### config.mk
export PLATFORM = sky130hd
export DESIGN_NAME = gcp_div
export DESIGN_NICKNAME = d
export VERILOG_FILES = /design/src/hw/rtl/gcp_pkg.sv /design/src/hw/rtl/gcp_div.sv
export SDC_FILE = /design/constraint.sdc
export NUM_CORES = 2
export LEC_CHECK = 0
export BUFFER_PORTS_ARGS = -buffer_cell sky130_fd_sc_hd__buf_2
export CORE_MARGIN = 2
export CORE_UTILIZATION = 35
export CTS_CLUSTER_SIZE = 30
export DETAILED_ROUTE_END_ITERATION = 10
export PLACE_DENSITY = 0.48
export SETUP_SLACK_MARGIN = 0.4
export SYNTH_ARGS = -nofsm -noshare
export SYNTH_HDL_FRONTEND = slang
export SYNTH_SLANG_ARGS = --single-unit
export TNS_END_PERCENT = 1
### constraint.sdc
create_clock -name clk -period 9.6 [get_ports clk]
set_input_delay 2.4 -clock clk [delete_from_list [all_inputs] [get_ports clk]]
set_output_delay 2.4 -clock clk [all_outputs]
set_load 0.01 [all_outputs]
### src/hw/rtl/gcp_pkg.sv
// Shared constants, types and helper functions of the splat covariance and colour pipeline.
package gcp_pkg;

	localparam int QUAT_W    = 16;
	localparam int SCALE_W   = 24;
	localparam int COLOR_W   = 17;
	localparam int COV_W     = 48;
	localparam int N_W       = 33;
	localparam int PMAG_W    = 33;
	localparam int DIVD_W    = 63;
	localparam int DIV_STEPS = 31;
	localparam int RMAG_W    = 31;
	localparam int MMAG_W    = 33;
	localparam int PROD_W    = 66;
	localparam int LAT       = DIV_STEPS + 5;

	localparam logic [COLOR_W-1:0] COLOR_ONE = 17'd65536;

	typedef struct packed {
		logic [31:0]                 rgba;
		logic [2:0][SCALE_W-1:0]     scale;
		logic                        zero;
		logic [8:0]                  neg;
	} side_t;

	// Saturate a Q1.16 intensity to one and round it to eight bits.
	function automatic logic [7:0] color_byte(input logic [COLOR_W-1:0] c);
		logic [COLOR_W-1:0] cs;
		logic [24:0]        t;
		cs = (c > COLOR_ONE) ? COLOR_ONE : c;
		t  = 25'(cs) * 25'd255 + 25'd32768;
		return t[23:16];
	endfunction

	// Row index of each upper-triangle covariance entry.
	function automatic logic [1:0] pair_row(input int e);
		logic [1:0] r;
		case (e)
			0, 1, 2: r = 2'd0;
			3, 4:    r = 2'd1;
			default: r = 2'd2;
		endcase
		return r;
	endfunction

	// Column index of each upper-triangle covariance entry.
	function automatic logic [1:0] pair_col(input int e);
		logic [1:0] c;
		case (e)
			0:       c = 2'd0;
			1, 3:    c = 2'd1;
			default: c = 2'd2;
		endcase
		return c;
	endfunction

endpackage

### src/hw/rtl/gcp_div.sv
// Pipelined restoring divider, one quotient bit per register stage.
module gcp_div (
	input  logic                                clk,
	input  logic                                en,
	input  logic [gcp_pkg::DIVD_W-1:0]          dividend,
	input  logic [gcp_pkg::N_W-1:0]             divisor,
	output logic [gcp_pkg::RMAG_W-1:0]          quotient
);
	localparam int STEPS = gcp_pkg::DIV_STEPS;

	logic [gcp_pkg::N_W-1:0]    rem_s [0:STEPS];
	logic [STEPS-1:0]           num_s [0:STEPS];
	logic [STEPS-1:0]           quo_s [0:STEPS];
	logic [gcp_pkg::N_W-1:0]    den_s [0:STEPS];

	// Upper dividend bits already lie below the divisor.
	assign rem_s[0] = gcp_pkg::N_W'(dividend[gcp_pkg::DIVD_W-1:STEPS]);
	assign num_s[0] = dividend[STEPS-1:0];
	assign quo_s[0] = '0;
	assign den_s[0] = divisor;

	for (genvar k = 0; k < STEPS; k++) begin : g_step
		logic [gcp_pkg::N_W:0] trial;
		logic                  ge;

		// Shift in the next dividend bit and subtract where it fits.
		always_comb begin
			trial = {rem_s[k], num_s[k][STEPS-1]};
			ge    = trial >= {1'b0, den_s[k]};
		end

		always_ff @(posedge clk) begin
			if (en) begin
				rem_s[k+1] <= ge ? gcp_pkg::N_W'(trial - {1'b0, den_s[k]})
					: gcp_pkg::N_W'(trial);
				num_s[k+1] <= num_s[k] << 1;
				quo_s[k+1] <= {quo_s[k][STEPS-2:0], ge};
				den_s[k+1] <= den_s[k];
			end
		end
	end

	assign quotient = quo_s[STEPS];
endmodule

**Yosys cells after proc, flatten, opt, wreduce, memory -nomap -nowiden**

Index checks and enable logic that the tools add are counted.

- Bits in registers: 2941

- Multiplexer cells: 30
- $lt $le $gt $ge: 31
- Add/sub/neg operators: 30

Operator list:

| cell | number |
|---|---|
| $ge 34x33->1 | 30 |
| $mux 33 | 30 |
| $sub 33x33->33 | 30 |
| $ge 33x33->1 | 1 |

**Logic depth before layout (Yosys ltp)**

- Word-level depth: 2
- Mapped depth: 18

**Worst setup path after synthesis**

Ideal clock, no wire load.

- Path type: input to register
- Start point: in divisor[18] (netlist name)
- End point: reg rem_s (netlist bit g_step[1].trial[28]) (data pin)
- Stages: 14
- Slack: 4502 ps
- Data arrival time: 4830 ps
- Setup time: 268 ps
- Path buffers: 3
- Data required time: 9332 ps
- Path through: inv_1 ha_1 clkbuf_1 a21o_1 a21o_1 a21o_1 a21o_1 a21oi_1 a31oi_1 or2_1 a21oi_1 clkbuf_1 clkbuf_1 o21ai_0

- Word-level cells in the longest chain between the ends: 2
- Elaborated cells on any way between the ends: 3

RTL lines:

| item | RTL line | RTL |
|---|---|---|
| from (decl) | gcp_div.sv:6 | `input logic [gcp_pkg::N_W-1:0] divisor,` |
| $sub 33x33->33 / $ge 33x33->1 (equally long branches) | gcp_div.sv:34, gcp_div.sv:29 |  |
| $mux 33 * | gcp_div.sv:34 | `rem_s[k+1] <= ge ? gcp_pkg::N_W'(trial - {1'b0, den_s[k]})` |
| to (signal, indexed assignment) | gcp_div.sv:34 |  |
| to (decl) | gcp_div.sv:11 | `logic [gcp_pkg::N_W-1:0] rem_s [0:STEPS];` |

Mark *: on every way between the ends. The rest lies on a longest branch, timed or not.
A chain may end at the register's enable or synchronous reset.

**Final worst setup path**

- Start point: in dividend[30] (netlist name)
- End point: reg rem_s (netlist bit g_step[1].trial[29]) (data pin)

- Word-level cells in the longest chain between the ends: 2
- Elaborated cells on any way between the ends: 3

RTL lines:

| item | RTL line | RTL |
|---|---|---|
| from (decl) | gcp_div.sv:5 | `input logic [gcp_pkg::DIVD_W-1:0] dividend,` |
| $sub 33x33->33 / $ge 33x33->1 (equally long branches) | gcp_div.sv:34, gcp_div.sv:29 |  |
| $mux 33 * | gcp_div.sv:34 |  |

Marked as above.

==> key figures <==
Clocking
  – Htree depth: 5
  – Clock Tree Root: clkbuf_16
  – Clock Latency Late Sink: approximately 950 ps
  – CTS tree: built
  – Post_cts resized: 0
  – # Post-CTS Setup Buffers: 0
  – Post-CTS Hold Fix Bufs: 0
  – TritonCTS buffer count: roughly 350
  – Clk sink count: around 3000
  – Clk slew on worst S/H paths: 60 ps
  – Clock buffer depth: 4

Routing
  – Final WL: ~360 mm
  – Vias: approximately 95000
  – Routed wl met3: between 10 and 15 mm
  – Drt pass-1 iters: 6
  – Drt drc: 0
  – Remaining antenna violation count: 0
  – Routed wl met2: approximately 180 mm
  – Wirelength per Cell: 18.9 um
  – Top routing layer used: met4
  – Vias per cell: 4.97
  – Iter 0 DRT Violations: ~6700
  – Met1 Routed Length: 159 mm

Setup path
  – Delay-heaviest family, CP: compound AO/OA/AOI/OAI gates
  – CP Capture Type: flip-flop
  – Critical Path Start Type: primary input
  – Critical Path AT: 5890 ps
  – Worst path slowest cell: o21ai_0
  – Crit-path cells: buf_2 -> inv_1 -> ha_1 -> fa_1 -> nor2b_1 -> o21ai_0 -> a21boi_0 -> nor3_1 -> o211ai_1 -> o21ai_0 -> o21ai_0 -> a21boi_0 -> o21ai_0 -> xnor2_1 -> o21ai_0
  – Worst reg2reg setup slack: 4660 ps
  – FF-to-FF End: g_step[10].trial[26]$_DFFE_PP_
  – Reg2Reg Depth: 15
  – Critical Path Max Stage Delay: roughly 760 ps
  – CP most frequent cell: o21ai_0
  – Max FO, Critical Path: 5
  – Bufs and invs on worst path: 2
  – CP required: 10260 ps
  – Critical path class: in -> reg
  – Reg2reg start: g_step[9].trial[0]$_DFFE_PP_

Floorplan
  – Initial core utilization: approximately a third
  – Core ar.: around 0.43 sq mm
  – # IOs: around 130
  – Die X: roughly 660 um
  – # rows: approximately 240
  – Full die area: 0.441 sq mm
  – Die Height: about 660 um

Synthesis
  – Avg Cell Area, Syn: 11.9 sq um
  – Number of flops mapped to enable cells by yosys: 2941
  – Cells after Synth: 12800
  – YS warnings: 0
  – Yosys reg bits: ~3000
  – Sequential element share of the synthesized area: 57.9%
  – Post-synth top flop: edfxtp_1
  – Syn_nets: ~14000
  – Synth Cell Area: 0.153 sq mm
  – Post-synth ARST share: 0%
  – Post-synth cell types: 99

Global routing
  – Number of global-route vias before repair: around 94000
  – First-pass GRT wire length: between 500 and 600 mm
  – Grt ovf: 0
  – Initial antenna violation count: 7
  – GR Util All Layers: between 10% and 20%
  – Largest net degree at the start of global routing: 180

STA
  – Final min period: ~5200 ps
  – Max Clock Skew: about 65 ps
  – Period utilisation layout: 54.4%
  – Final WS setup: 4370 ps
  – Fmax achieved: 0.191 GHz
  – Fin. Hold Viols: 0
  – Unrepaired setup endpoints after global routing: false
  – Final setup vio count: 0
  – Setup TNS: 0 ps
  – Worst slew pin tran: ~1300 ps
  – Max Slew Vio Count: 0
  – Slew Limit Headroom: between 10% and 20%

Finish
  – Area Growth Syn to Fin: 12.3%
  – Filler cells: between 40000 and 50000
  – Fin nets: roughly 14000
  – Layout cells sized above 1: between 8 and 9%
  – Fin cells: 19000

Pwr
  – Worst VDD drop: about 0.16 mV
  – Power per Cell Area: roughly 340 mW/mm^2
  – Final Power: between 50 and 60 mW
  – Leak: between 60 and 70 nW

Run status
  – Status: complete, no violations

Placed design
  – Dpl hpwl: approximately 270 mm
  – Port Buffer Count: between 100 and 150
  – Placed Cells: 18400
  – Place WS: 3550 ps
  – Gp weighted congestion: between 0.8 and 0.9

Worst hold path
  – Worst hold path cell count: 0
  – Hold Crit Class: reg -> reg
  – Hold Path Sink: num_s[645]$_DFFE_PP_
  – Hold path start: num_s[675]$_DFFE_PP_

Job
  – Max cap viols: 0
-- worst register-to-register path, stage by stage, from the launching register on --
cell and delay [ps]:
edfxtp_1 390, inv_1 70, ha_1 150, inv_1 50, fa_1 410, a21o_1 180, a21oi_1 270, o221ai_1 230
a221oi_1 560, o31ai_1 270, a211oi_1 520, a211oi_1 240, o32ai_4 130, buf_4 500, inv_1 400, mux2_2 350
-- per-stage QoR --
stage / hold WS [ps] / util [%] / area [sq um]
after floorplan: 400 / - / 153000
after global placement: 401 / 36.8 / 160000
after detailed placement: 405 / 36.8 / 160000
after CTS: 344 / 39.5 / 171000
after global routing: 353 / 39.5 / 171000
final: 358 / 39.5 / 171000
-- worst max path at each step --
stage                            start                       endpoint  slack [ps]  depth (start not counted)
final                     dividend[30]  g_step[1].trial[29]$_DFFE_PP_        4370                         15
after global routing      dividend[30]  g_step[1].trial[29]$_DFFE_PP_        4230                         15
after CTS                 dividend[30]  g_step[1].trial[29]$_DFFE_PP_        4560                         15
after detailed placement  dividend[30]  g_step[1].trial[29]$_DFFE_PP_        3550                         15
after global placement    dividend[30]  g_step[1].trial[29]$_DFFE_PP_        3520                         15
after floorplan            divisor[18]  g_step[1].trial[28]$_DFFE_PP_        4500                         14
-- logic make-up (layout without fill, tap and decap cells) --
kind of cell | Yosys count | after routing | synth area share (%)
AOI/OAI and AO/OA | 3398 | 3398 | 13.8
DFF | 2941 | 2941 | 57.9
and+or+nand+nor | 2556 | 2556 | 7.78
buffers and inverters | 1650 | 2154 | 4.19
adders and majority gates | 1053 | 1053 | 8.78
xor gates and xnor gates | 855 | 855 | 4.91
muxes | 352 | 352 | 2.64
other | 0 | 4 | 0
-- sequential cells by signal, indices dropped and copies added (netlist names) --
register / cells
num_s: 435
quo_s: 465
g_step.trial: 1020
den_s: 990
quotient: 31
-- layout by cell type (no fill, tap or decap), types with 31 or more instances in the layout --
| cell | instances |
|---|---|
| nand4_1 | 155 |
| buf_4 | 51 |
| a31oi_1 | 106 |
| clkinv_2 | 58 |
| clkbuf_1 | 60 |
| nor3_1 | 102 |
| a221oi_1 | 36 |
| and3_1 | 89 |
| a211oi_1 | 68 |
| a21oi_1 | 1153 |
| o21bai_1 | 155 |
| clkbuf_16 | 353 |
| or2_2 | 31 |
| buf_2 | 127 |
| inv_1 | 1323 |
| o21a_1 | 112 |
| nand2b_1 | 107 |
| edfxtp_1 | 2941 |
| nor2_1 | 718 |
| o21ai_0 | 784 |
| xor2_1 | 340 |
| ha_1 | 1023 |
| nand2_1 | 846 |
| a21o_1 | 559 |
| bufinv_16 | 41 |
| xnor2_1 | 515 |
| nand3_1 | 195 |
| nor4_1 | 32 |
| mux2_2 | 309 |
| clkinv_1 | 74 |
| o31ai_1 | 61 |
| nor2b_1 | 136 |
| o211ai_1 | 36 |
-- cell usage after synthesis (19+ instances only) --
cell	number	area [sq um]
a31o_2	19	166
xor2_1	340	2980
edfxtp_1	2941	88300
o21ai_0	784	3920
a21boi_0	30	225
a211o_1	32	280
and3_1	89	557
buf_2	38	190
nor4_1	32	200
and4_1	25	219
nor2_1	718	2700
ha_1	1023	12800
inv_1	1323	4970
a211oi_1	68	510
o21ai_1	21	105
and2_1	29	181
nor2b_1	136	851
clkbuf_1	234	878
o211ai_1	36	270
o21a_1	113	848
xnor2_1	515	4510
a31oi_1	106	663
mux2_2	309	3480
a21oi_1	1155	5780
or3_1	24	150
o21bai_1	155	1160
nor3_1	102	510
o41ai_1	23	201
a221oi_1	36	315
nand2b_1	107	669
mux2_4	25	375
a21o_1	560	4200
o31ai_1	61	458
nand2_1	848	3180
fa_1	30	601
or2_2	31	194
nand4_1	155	970
nand3_1	195	976
buf_4	34	255
-- final cells by class --
| type | instances | area [sq um] | area share (%) |
|---|---|---|---|
| multi-input combinational | 8214 | 58100 | 33.9 |
| sequential | 2941 | 88300 | 51.5 |
| antenna | 4 | 10.0 | 0.00584 |
| inverter | 1324 | 4970 | 2.90 |
| timing repair buffer | 195 | 1360 | 0.793 |
| clock inverter | 222 | 2400 | 1.40 |
| tap | 5734 | 7170 | 4.19 |
| clock buffer | 413 | 9060 | 5.29 |
-- layer usage --
layer / vias up / global-route usage, %
met5: - / 0
met4: 0 / 3.59
met3: 475 / 2.03
met2: 1427 / 28.4
met1: 45400 / 20.6
li1: 47500 / -
-- where the power goes --
group	total, mW	leakage [nW]	internal [mW]	switching [mW]
Clock	13.3	5.56	7.87	5.46
Sequential	20.6	28.7	18.6	2.03
Combinational	24.3	34.2	10.5	13.8
(Power assumes the default switching activity.)
